--- src/rtl/ibs_pkg.sv ---
package ibs_pkg;

   localparam int VARINT_MAX_BYTES = 10;
   localparam int VALUE_W = 64;
   localparam int VALUE_GROUPS = (VALUE_W + 6) / 7;
   localparam int VBUF_W = 7 * VARINT_MAX_BYTES;
   localparam int DATA_W = (VBUF_W > VALUE_W) ? VBUF_W : VALUE_W;
   localparam int SHIFT_W = $clog2(DATA_W);
   localparam int CNT_W = $clog2(VALUE_GROUPS + 1);
   localparam int QUEUE_DEPTH = 2;
   localparam int QPTR_W = (QUEUE_DEPTH > 1) ? $clog2(QUEUE_DEPTH) : 1;
   localparam int QCNT_W = $clog2(QUEUE_DEPTH + 1);

   localparam logic [1:0] OP_LITTLE = 2'd0;
   localparam logic [1:0] OP_BIG = 2'd1;
   localparam logic [1:0] OP_NATIVE = 2'd2;
   localparam logic [1:0] OP_VARINT = 2'd3;

   localparam logic [1:0] SIZE_1 = 2'd0;
   localparam logic [1:0] SIZE_2 = 2'd1;
   localparam logic [1:0] SIZE_4 = 2'd2;
   localparam logic [1:0] SIZE_8 = 2'd3;

   typedef enum logic [2:0] {
      FMT_LE = 3'b001,
      FMT_BE = 3'b010,
      FMT_VAR = 3'b100
   } fmt_type;

   typedef struct packed {
      fmt_type fmt;
      logic [CNT_W-1:0] count;
      logic [DATA_W-1:0] data;
   } cmd_type;

   typedef struct packed {
      logic valid;
      cmd_type cmd;
   } q_out_type;

endpackage

--- src/rtl/ibs_front.sv ---
module ibs_front (
   input logic clock,
   input logic reset,
   input logic req_valid,
   output logic req_ready,
   input logic [1:0] req_opcode,
   input logic [1:0] req_size_code,
   input logic [63:0] req_value,
   input logic csr_wr_en,
   input logic csr_wr_data,
   input logic q_full,
   output logic q_push,
   output ibs_pkg::cmd_type q_cmd
);
   import ibs_pkg::*;

   logic native_big_ff, native_big_in;
   logic big;
   logic [CNT_W-1:0] groups;
   logic [CNT_W-1:0] fixed_count;
   logic [CNT_W-1:0] var_diff;
   logic [SHIFT_W-1:0] be_shift;
   logic [SHIFT_W-1:0] var_shift;
   logic [DATA_W-1:0] wide_value;

   assign native_big_in = csr_wr_en ? csr_wr_data : native_big_ff;

   always_ff @(posedge clock) begin
      if (reset) begin
         native_big_ff <= 1'b0;
      end else begin
         native_big_ff <= native_big_in;
      end
   end

   assign req_ready = !q_full;
   assign q_push = req_valid && req_ready;
   assign wide_value = DATA_W'(req_value);
   assign big = (req_opcode == OP_BIG) || ((req_opcode == OP_NATIVE) && native_big_ff);

   always_comb begin
      unique case (req_size_code)
         SIZE_1: begin
            fixed_count = CNT_W'(1);
            be_shift = SHIFT_W'(56);
         end
         SIZE_2: begin
            fixed_count = CNT_W'(2);
            be_shift = SHIFT_W'(48);
         end
         SIZE_4: begin
            fixed_count = CNT_W'(4);
            be_shift = SHIFT_W'(32);
         end
         default: begin
            fixed_count = CNT_W'(8);
            be_shift = SHIFT_W'(0);
         end
      endcase
   end

   // Number of significant 7-bit groups, at least one, capped at the buffer size.
   always_comb begin
      groups = CNT_W'(1);
      for (int g = 1; g < VALUE_GROUPS; g++) begin
         if ((req_value >> (7 * g)) != 64'd0) begin
            groups = CNT_W'(g + 1);
         end
      end
      if (groups > CNT_W'(VARINT_MAX_BYTES)) begin
         groups = CNT_W'(VARINT_MAX_BYTES);
      end
   end

   assign var_diff = CNT_W'(VARINT_MAX_BYTES) - groups;
   assign var_shift = SHIFT_W'(SHIFT_W'(var_diff) * SHIFT_W'(7));

   always_comb begin
      if (req_opcode == OP_VARINT) begin
         q_cmd.fmt = FMT_VAR;
         q_cmd.count = groups;
         q_cmd.data = wide_value << var_shift;
      end else if (big) begin
         q_cmd.fmt = FMT_BE;
         q_cmd.count = fixed_count;
         q_cmd.data = wide_value << be_shift;
      end else begin
         q_cmd.fmt = FMT_LE;
         q_cmd.count = fixed_count;
         q_cmd.data = wide_value;
      end
   end

endmodule

--- src/rtl/ibs_queue.sv ---
module ibs_queue (
   input logic clock,
   input logic reset,
   input logic push,
   input ibs_pkg::cmd_type push_cmd,
   output logic full,
   input logic pop,
   output ibs_pkg::q_out_type q_out
);
   import ibs_pkg::*;

   cmd_type entries_ff [QUEUE_DEPTH];
   logic [QPTR_W-1:0] wr_ptr_ff, wr_ptr_in;
   logic [QPTR_W-1:0] rd_ptr_ff, rd_ptr_in;
   logic [QCNT_W-1:0] count_ff, count_in;
   logic do_pop;

   assign full = (count_ff == QCNT_W'(QUEUE_DEPTH));
   assign do_pop = pop && (count_ff != '0);
   assign q_out.valid = (count_ff != '0);
   assign q_out.cmd = entries_ff[rd_ptr_ff];

   always_comb begin
      wr_ptr_in = wr_ptr_ff;
      rd_ptr_in = rd_ptr_ff;
      count_in = count_ff;
      if (push) begin
         wr_ptr_in = (wr_ptr_ff == QPTR_W'(QUEUE_DEPTH - 1)) ? '0 : wr_ptr_ff + 1'b1;
      end
      if (do_pop) begin
         rd_ptr_in = (rd_ptr_ff == QPTR_W'(QUEUE_DEPTH - 1)) ? '0 : rd_ptr_ff + 1'b1;
      end
      if (push && !do_pop) begin
         count_in = count_ff + 1'b1;
      end else if (do_pop && !push) begin
         count_in = count_ff - 1'b1;
      end
   end

   always_ff @(posedge clock) begin
      if (push) begin
         entries_ff[wr_ptr_ff] <= push_cmd;
      end
   end

   always_ff @(posedge clock) begin
      if (reset) begin
         wr_ptr_ff <= '0;
         rd_ptr_ff <= '0;
         count_ff <= '0;
      end else begin
         wr_ptr_ff <= wr_ptr_in;
         rd_ptr_ff <= rd_ptr_in;
         count_ff <= count_in;
      end
   end

endmodule

--- src/rtl/ibs_back.sv ---
module ibs_back (
   input logic clock,
   input logic reset,
   input ibs_pkg::q_out_type q_out,
   output logic pop,
   output logic rsp_valid,
   input logic rsp_ready,
   output logic [7:0] rsp_out_byte,
   output logic rsp_last
);
   import ibs_pkg::*;

   logic active_ff, active_in;
   fmt_type fmt_ff, fmt_in;
   logic [CNT_W-1:0] rem_ff, rem_in;
   logic [DATA_W-1:0] data_ff, data_in;
   logic rsp_valid_ff, rsp_valid_in;
   logic [7:0] byte_ff, byte_in;
   logic last_ff, last_in;
   logic out_free;
   logic emit;
   logic final_byte;
   logic [7:0] cur_byte;
   logic [DATA_W-1:0] shifted;

   assign out_free = !rsp_valid_ff || rsp_ready;
   assign emit = active_ff && out_free;
   assign final_byte = (rem_ff == CNT_W'(1));
   assign pop = q_out.valid && (!active_ff || (emit && final_byte));

   always_comb begin
      unique case (fmt_ff)
         FMT_LE: begin
            cur_byte = data_ff[7:0];
            shifted = data_ff >> 8;
         end
         FMT_BE: begin
            cur_byte = data_ff[63:56];
            shifted = data_ff << 8;
         end
         default: begin
            cur_byte = {!final_byte, data_ff[VBUF_W-1 -: 7]};
            shifted = data_ff << 7;
         end
      endcase
   end

   always_comb begin
      active_in = active_ff;
      fmt_in = fmt_ff;
      rem_in = rem_ff;
      data_in = data_ff;
      if (emit) begin
         rem_in = rem_ff - 1'b1;
         data_in = shifted;
         if (final_byte) begin
            active_in = 1'b0;
         end
      end
      if (pop) begin
         active_in = 1'b1;
         fmt_in = q_out.cmd.fmt;
         rem_in = q_out.cmd.count;
         data_in = q_out.cmd.data;
      end
   end

   always_comb begin
      byte_in = byte_ff;
      last_in = last_ff;
      if (emit) begin
         rsp_valid_in = 1'b1;
         byte_in = cur_byte;
         last_in = final_byte;
      end else if (rsp_ready) begin
         rsp_valid_in = 1'b0;
      end else begin
         rsp_valid_in = rsp_valid_ff;
      end
   end

   always_ff @(posedge clock) begin
      if (reset) begin
         active_ff <= 1'b0;
         rsp_valid_ff <= 1'b0;
         fmt_ff <= FMT_LE;
      end else begin
         active_ff <= active_in;
         rsp_valid_ff <= rsp_valid_in;
         fmt_ff <= fmt_in;
      end
   end

   always_ff @(posedge clock) begin
      rem_ff <= rem_in;
      data_ff <= data_in;
      byte_ff <= byte_in;
      last_ff <= last_in;
   end

   assign rsp_valid = rsp_valid_ff;
   assign rsp_out_byte = byte_ff;
   assign rsp_last = last_ff;

endmodule

--- src/rtl/integer_byte_serializer.sv ---
// The first byte of a word passes through the queue, the back-end shift register and the output register to rsp.
// Bytes then leave at one per cycle while the receiver keeps rsp_ready high.
// The output register and the byte shifter in the back end set that rate of one byte a cycle.
// A two-entry queue lets new words be accepted while earlier ones are still being sent.
// Reset is synchronous and active high; it empties the queue and clears native order.
module integer_byte_serializer (
   input logic clock,
   input logic reset,
   input logic req_valid,
   output logic req_ready,
   input logic [1:0] req_opcode,
   input logic [1:0] req_size_code,
   input logic [63:0] req_value,
   output logic rsp_valid,
   input logic rsp_ready,
   output logic [7:0] rsp_out_byte,
   output logic rsp_last,
   input logic csr_wr_en,
   input logic csr_wr_data
);
   import ibs_pkg::*;

   logic q_full;
   logic q_push;
   logic q_pop;
   cmd_type q_cmd;
   q_out_type q_out;

   ibs_front u_front (
      .clock(clock),
      .reset(reset),
      .req_valid(req_valid),
      .req_ready(req_ready),
      .req_opcode(req_opcode),
      .req_size_code(req_size_code),
      .req_value(req_value),
      .csr_wr_en(csr_wr_en),
      .csr_wr_data(csr_wr_data),
      .q_full(q_full),
      .q_push(q_push),
      .q_cmd(q_cmd)
   );

   ibs_queue u_queue (
      .clock(clock),
      .reset(reset),
      .push(q_push),
      .push_cmd(q_cmd),
      .full(q_full),
      .pop(q_pop),
      .q_out(q_out)
   );

   ibs_back u_back (
      .clock(clock),
      .reset(reset),
      .q_out(q_out),
      .pop(q_pop),
      .rsp_valid(rsp_valid),
      .rsp_ready(rsp_ready),
      .rsp_out_byte(rsp_out_byte),
      .rsp_last(rsp_last)
   );

endmodule

--- config.mk ---
export PLATFORM = sky130hd
export DESIGN_NAME = integer_byte_serializer
export DESIGN_NICKNAME = d
export VERILOG_FILES = /design/src/rtl/ibs_pkg.sv /design/src/rtl/ibs_front.sv /design/src/rtl/ibs_queue.sv /design/src/rtl/ibs_back.sv /design/src/rtl/integer_byte_serializer.sv
export SDC_FILE = /design/constraint.sdc
export NUM_CORES = 1
export LEC_CHECK = 0
export BUFFER_PORTS_ARGS = -buffer_cell sky130_fd_sc_hd__buf_2
export CAP_MARGIN = 5
export CORE_MARGIN = 8
export CORE_UTILIZATION = 35
export DETAILED_ROUTE_END_ITERATION = 16
export PLACE_DENSITY_LB_ADDON = 0.3
export SETUP_SLACK_MARGIN = 0.3
export SLEW_MARGIN = 25
export SYNTH_ARGS = -nofsm -noshare
export SYNTH_HDL_FRONTEND = slang
export SYNTH_SLANG_ARGS = --single-unit
--- constraint.sdc ---
create_clock -name clock -period 8.2 [get_ports clock]
set_input_delay 0.82 -clock clock [delete_from_list [all_inputs] [get_ports clock]]
set_output_delay 0.82 -clock clock [all_outputs]
set_load 0.02 [all_outputs]
* Word-level counts from Yosys, hierarchy flattened
Memory sizes are Yosys's and may differ from the RTL's. A register that Yosys moved wholly into a read port is not among the register bits.
Index checks and enable logic that the tools add are counted.
** Storage, ports and cells
- Register bits :: 93
- Memory bits (writable) :: 154
- Input bits :: 74
- Output and inout port bits :: 11
- Memories :: 1
** Operators by class
- Add/subtract/negate cells :: 6
- $mul :: 1
- $lt $le $gt $ge :: 1
- Equal/unequal tests :: 9
- Shift operators :: 2
- Multiplexer cells :: 33
- Reduce and logical (&&, ||, !) cells :: 32
** Memories
- u_queue.entries_ff :: words 2, bits a word 77, rd ports 1, clocked after Yosys merged registers in 1, write ports 1, line ibs_queue.sv:12 : cmd_type entries_ff [QUEUE_DEPTH];
** Operators with widths (count)
- 64-bit nonzero test :: 8
- 70-bit two-way mux :: 2
- 70-bit one-hot mux with 2 select lines :: 1
- 64-bit by 7-bit << shifter with 70-bit output :: 2
- 77-bit two-way mux :: 1
- 76-bit two-way mux :: 1
- 4-bit two-way mux :: 11
- 6-bit one-hot mux with 3 select lines :: 1
- 8-bit one-hot mux with 2 select lines :: 1
- 4-bit one-hot mux with 3 select lines :: 1
- 1-bit two-way mux :: 11
- 2-bit nonzero test :: 5
- 2-bit == test, second input constant :: 4
- 1-bit logical AND :: 8
- 4-bit by 3-bit multiplier with 7-bit output, second input constant :: 1
- 1-bit zero test :: 6
- 2-bit two-way mux :: 3
- 2-bit by 1-bit == test with 1-bit output, second input constant :: 2
- 4-bit by 1-bit == test with 1-bit output, second input constant :: 1
- 4-bit greater-than comparator, second input constant :: 1
- 4-bit by 1-bit subtractor with 4-bit output, second input constant :: 1
- 4-bit subtractor, first input constant :: 1
- 3-bit by 1-bit == test with 1-bit output, second input constant :: 1
- 3-bit by 2-bit == test with 1-bit output, second input constant :: 1
- other kinds (6) :: 9

* Depth between registers and ports, before layout
- Depth after elaboration :: 16
- Depth in mapped cells :: 24

* Modules after synthesis
A second synthesis with hierarchy kept.
** Unflattened totals
- Cells, all modules :: 1539
- Area, all modules :: 17488.0 µm²
** Modules (own cells, without submodules)
- ibs_front :: instances 1, cells each 855, area an instance 6374.9 µm²
- ibs_queue :: instances 1, cells each 262, area an instance 5900.7 µm²
- ibs_back :: instances 1, cells each 422, area an instance 5212.5 µm²

* Least setup slack after synthesis
OpenSTA, ideal clock, no wires.
- Path type :: input port to flip-flop
- Start point :: input req_value[31]
- End point :: memory u_queue.entries_ff[0][56] in the netlist's numbering (data pin)
- Setup time :: 0.279 ns
- Data arrival time :: 6.049 ns
- Data required time :: 7.921 ns
- Path slack :: 1.872 ns
- Stages :: 18
- Path through :: or4_1 nand4b_1 o211a_2 nor2_8 buf_6 buf_2 buf_2 ha_1 xor2_1 inv_1 fa_1 inv_1 fa_1 xor2_1 clkbuf_1 mux4_2 a221oi_1 o211ai_1
** RTL lines
- from (decl) :: line integer_byte_serializer.sv:13 : input logic [63:0] req_value,
- to (decl) :: line ibs_queue.sv:12

==> reports/qor.yml <==
status:
  outcome: "finished, final reports clean"
clock_tree:
  numCtsBuffers: 25
  tritoncts: "done"
  numClockSinks: 248
  clk_path_buf_depth: 3
  cts_hold_buf: 0
  path_clk_slew_ns: 0.06
  htreeDepth: 1
  ctsResizeCount: 0
  clockRootBuffer: "clkbuf_16"
  clk_latency_ns: 0.52
  post-cts-setup-buffer-count: 0
synthesis:
  netlist_area_mm2: 0.0161
  synthTopCellsByArea: "edfxtp_1 44%, mux2i_1 14%, a21oi_1 3.8%"
  synth-edff-count: 237
  synth_fp_nets: 1592
  synth_xor_area_share_pct: 0.488
  yosys_register_bits: 248
  synthCells: 1505
  synthFlopType: "edfxtp_1"
  synth_compound_area_share_pct: 20.3
  yosysTopAreaCellShare_pct: 44.1
  synth_area_leader_cell: "edfxtp_1"
  syn_avg_cell_area_um2: 10.7
  yosysWarnings: 0
  synth_simple_gate_area_share_pct: 9.27
  async_flop_share_pct: 0
  synthMuxAreaShare_pct: 19.5
  synth_cell_types: 77
  synthAdderAreaFrac_pct: 1.15
  synth_top_family_by_area: "compound AO/OA/AOI/OAI gates"
  yosysSeqAreaShare_pct: 45.5
detailed_routing:
  drc: 0
  drt-total-wl_um: 67400
  via_per_inst: 6.45
  ant_nets: 0
  vias: 13866
  dr.pass1.iters: 6
  wl_per_cell_um: 31.3
  first_iter_violations: 1812
timing:
  rsz0062_at_grt: "no"
  finalCritPeriodShare_pct: 88.8
  holdWs_ns: 0.509
  setup_ws_ns: 0.919
  hold_viol: 0
  worst_pin_slew_ns: 1.03
  drv_slew: 0
  relSlewSlack_pct: 30.6
  setup_viol: 0
  min_period_ns: 7.28
  skew_ns: 0.0116
  fmaxAchievable_mhz: 137
  tns_ns: 0
setup_path:
  path_depth: 21
  path_max_fanout: 33
  worst-setup-path-type: "primary input to flop"
  cp_cell_sequence: "buf_2, or4_1, o211a_1, nor2_4, o21a_4, inv_2, ha_1, xor2_1, inv_1, fa_1, inv_1, fa_2, a21o_1, a21o_1, nor2_1, nand3_1, buf_4, nor2_2, buf_4, a221oi_1, nand3_1"
  critical_path_buf_inv_count: 6
  cp-start-kind: "primary input"
  critPathLaunch: "req_value[45]"
  max_stage_delay_ns: 0.77
  rr_startpoint: "u_back.rem_ff[1]$_DFFE_PP_"
  reg2reg_slack_ns: 4.73
  crit_slowest_cell: "a221oi_1"
  critPathArrivalTime_ns: 7.49
  timing.rr.end: "u_queue.count_ff[1]$_SDFFE_PP0P_"
  reg2reg_depth: 9
  required_ns: 8.40
  crit_end: "u_queue.entries_ff[0][62]$_DFFE_PP_"
  cp_top_family: "compound AO/OA/AOI/OAI gates"
  end_kind: "flop"
layout:
  final.fill_count: 4495
  num-nets-final: 1619
  drive_gt1_share_pct: 16.5
  post-route-util_pct: 40.0
  area_growth_pct: 12.7
grt:
  overflow: 0
  grt_pass1_vias: 13373
  grt_max_degree: 118
  antenna_found_initial: 1
  grt_usage_pct: 24.3
  grt_pass1_wl_um: 96700
die:
  die_h_um: 231
  start_util_pct: 35.5
  fp-row-count: 78
  io_pins: 85
  dieArea_mm2: 0.0532
  core_mm2: 0.0455
  die_x_um: 231
power_and_ir_drop:
  p_per_area_mw_per_mm2: 347
  power.leakage_nw: 6.66
  vdd_drop_max_uv: 241
job:
  drv_cap: 0
placed_design:
  gp_congestion: 1.03
  post-place-ws_ns: 0.634
  dpl.hpwl_um: 49100
  io_buffers: 84
worst_hold_path:
  hold_class: "flop to flop"
-- per-layer routing --
layer / vias up / global-route usage (%) / share of wire [%]
met3: 169 / 3.26 / 7.7
met5: - / 0 / 0
met4: 0 / 13.4 / 6.3
met2: 781 / 37.3 / 44
met1: 6929 / 33.0 / 42
li1: 5987 / - / -
-- cells in the final DEF, fill, tap and decap left out, drive strengths merged, types with 18 or more instances in the layout --
| cell type | Yosys | final |
|---|---|---|
| a211oi | 68 | 68 |
| a21oi | 123 | 123 |
| a22o | 69 | 69 |
| a22oi | 42 | 42 |
| buf | 32 | 136 |
| clkbuf | 104 | 28 |
| edfxtp | 237 | 237 |
| inv | 18 | 18 |
| mux2 | 32 | 32 |
| mux2i | 228 | 228 |
| mux4 | 22 | 22 |
| nand2 | 134 | 134 |
| nand3 | 34 | 34 |
| nor2 | 72 | 72 |
| nor3 | 20 | 20 |
| o21ai | 77 | 77 |
-- power by group --
part / leakage, nW / internal [mW] / switching, mW / total, mW
logic: 3.86 / 0.948 / 1.77 / 2.72
clock network: 0.439 / 0.769 / 0.482 / 1.25
registers: 2.36 / 2.05 / 0.290 / 2.34
total: 6.66 / 3.77 / 2.54 / 6.31
-- state kept, by name, summed over array words and instances (netlist names), named ones only --
signal                 cells
u_queue.entries_ff       154
u_back.active_ff           1
u_back.rsp_out_byte        8
u_back.rsp_valid           1
u_back.fmt_ff              3
u_back.rsp_last            1
u_queue.rd_ptr_ff          1
u_queue.count_ff           2
u_front.native_big_ff      1
u_queue.wr_ptr_ff          1
u_back.rem_ff              4
u_back.data_ff            70
-- worst register-to-register path, stage by stage, from the launching register on --
cell and delay, ns:
edfxtp_1 0.39, inv_1 0.09, ha_1 0.13, nor3b_1 0.49, nand2_1 0.21, a21oi_4 0.54
inv_1 0.54, ha_1 0.49, or3_1 0.38, a21oi_1 0.14
-- synthesized netlist by cell type, types with 7 or more instances --
library cell,count
mux2i_1,228
o21ai_0,68
nor4_1,7
nor2_1,69
nand3_1,34
o221ai_1,8
a21oi_1,123
mux4_2,22
clkbuf_1,104
inv_1,14
edfxtp_1,237
xor2_1,7
mux2_2,23
a22o_1,69
nor3_1,20
o211ai_1,17
nand2_1,134
dfxtp_1,11
o21ai_1,9
a221oi_1,14
ha_1,10
a31oi_1,8
a211oi_1,68
a32oi_1,8
buf_1,14
nand4_1,9
buf_2,16
a22oi_1,42
-- kinds of logic (layout without fill, tap and decap cells) --
| kind of cell | count (synthesis) | count (layout) |
|---|---|---|
| AOI/OAI and AO/OA | 480 | 480 |
| and+or+nand+nor | 319 | 319 |
| muxes | 282 | 282 |
| DFF | 248 | 248 |
| buffers and inverters | 154 | 199 |
| adders and majority gates | 13 | 13 |
| xor gates and xnor gates | 9 | 9 |
| other | 0 | 1 |
-- per-stage QoR --
step	power, mW	std cells	cell area [um^2]
2_1_floorplan	4.10	1505	16100
3_3_place_gp	5.00	2104	17200
3_5_place_dp	5.00	2104	17200
4_1_cts	6.27	2149	18100
5_1_grt	6.62	2150	18200
6_report	6.31	2151	18200
-- worst min-delay path by stage --
stage | slack (ns) | start | depth (start not counted) | end
floorplan | 0.45 | u_back.active_ff$_SDFFE_PP0P_ | 2 | u_back.rsp_valid$_SDFFE_PP0P_
global placement | 0.49 | u_back.fmt_ff[0]$_SDFFE_PP1P_ | 1 | u_back.fmt_ff[0]$_SDFFE_PP1P_
detailed placement | 0.49 | u_back.fmt_ff[0]$_SDFFE_PP1P_ | 1 | u_back.fmt_ff[0]$_SDFFE_PP1P_
CTS | 0.51 | u_back.fmt_ff[0]$_SDFFE_PP1P_ | 1 | u_back.fmt_ff[0]$_SDFFE_PP1P_
global route | 0.54 | u_back.fmt_ff[0]$_SDFFE_PP1P_ | 1 | u_back.fmt_ff[0]$_SDFFE_PP1P_
finish | 0.51 | u_back.active_ff$_SDFFE_PP0P_ | 2 | u_back.rsp_valid$_SDFFE_PP0P_
-- final cells by class --
class,instances,area [um^2],share of cell area [%]
Timing Repair Buffer,136,835,4.59
Tap cell,600,751,4.13
Clock buffer,28,657,3.61
Sequential cell,248,7340,40.4
Antenna cell,1,2.50,0.0138
Inverter,18,67.6,0.372
Clock inverter,17,259,1.42
Multi-Input combinational cell,1103,8270,45.5
Power figures use the tool's default switching activity.
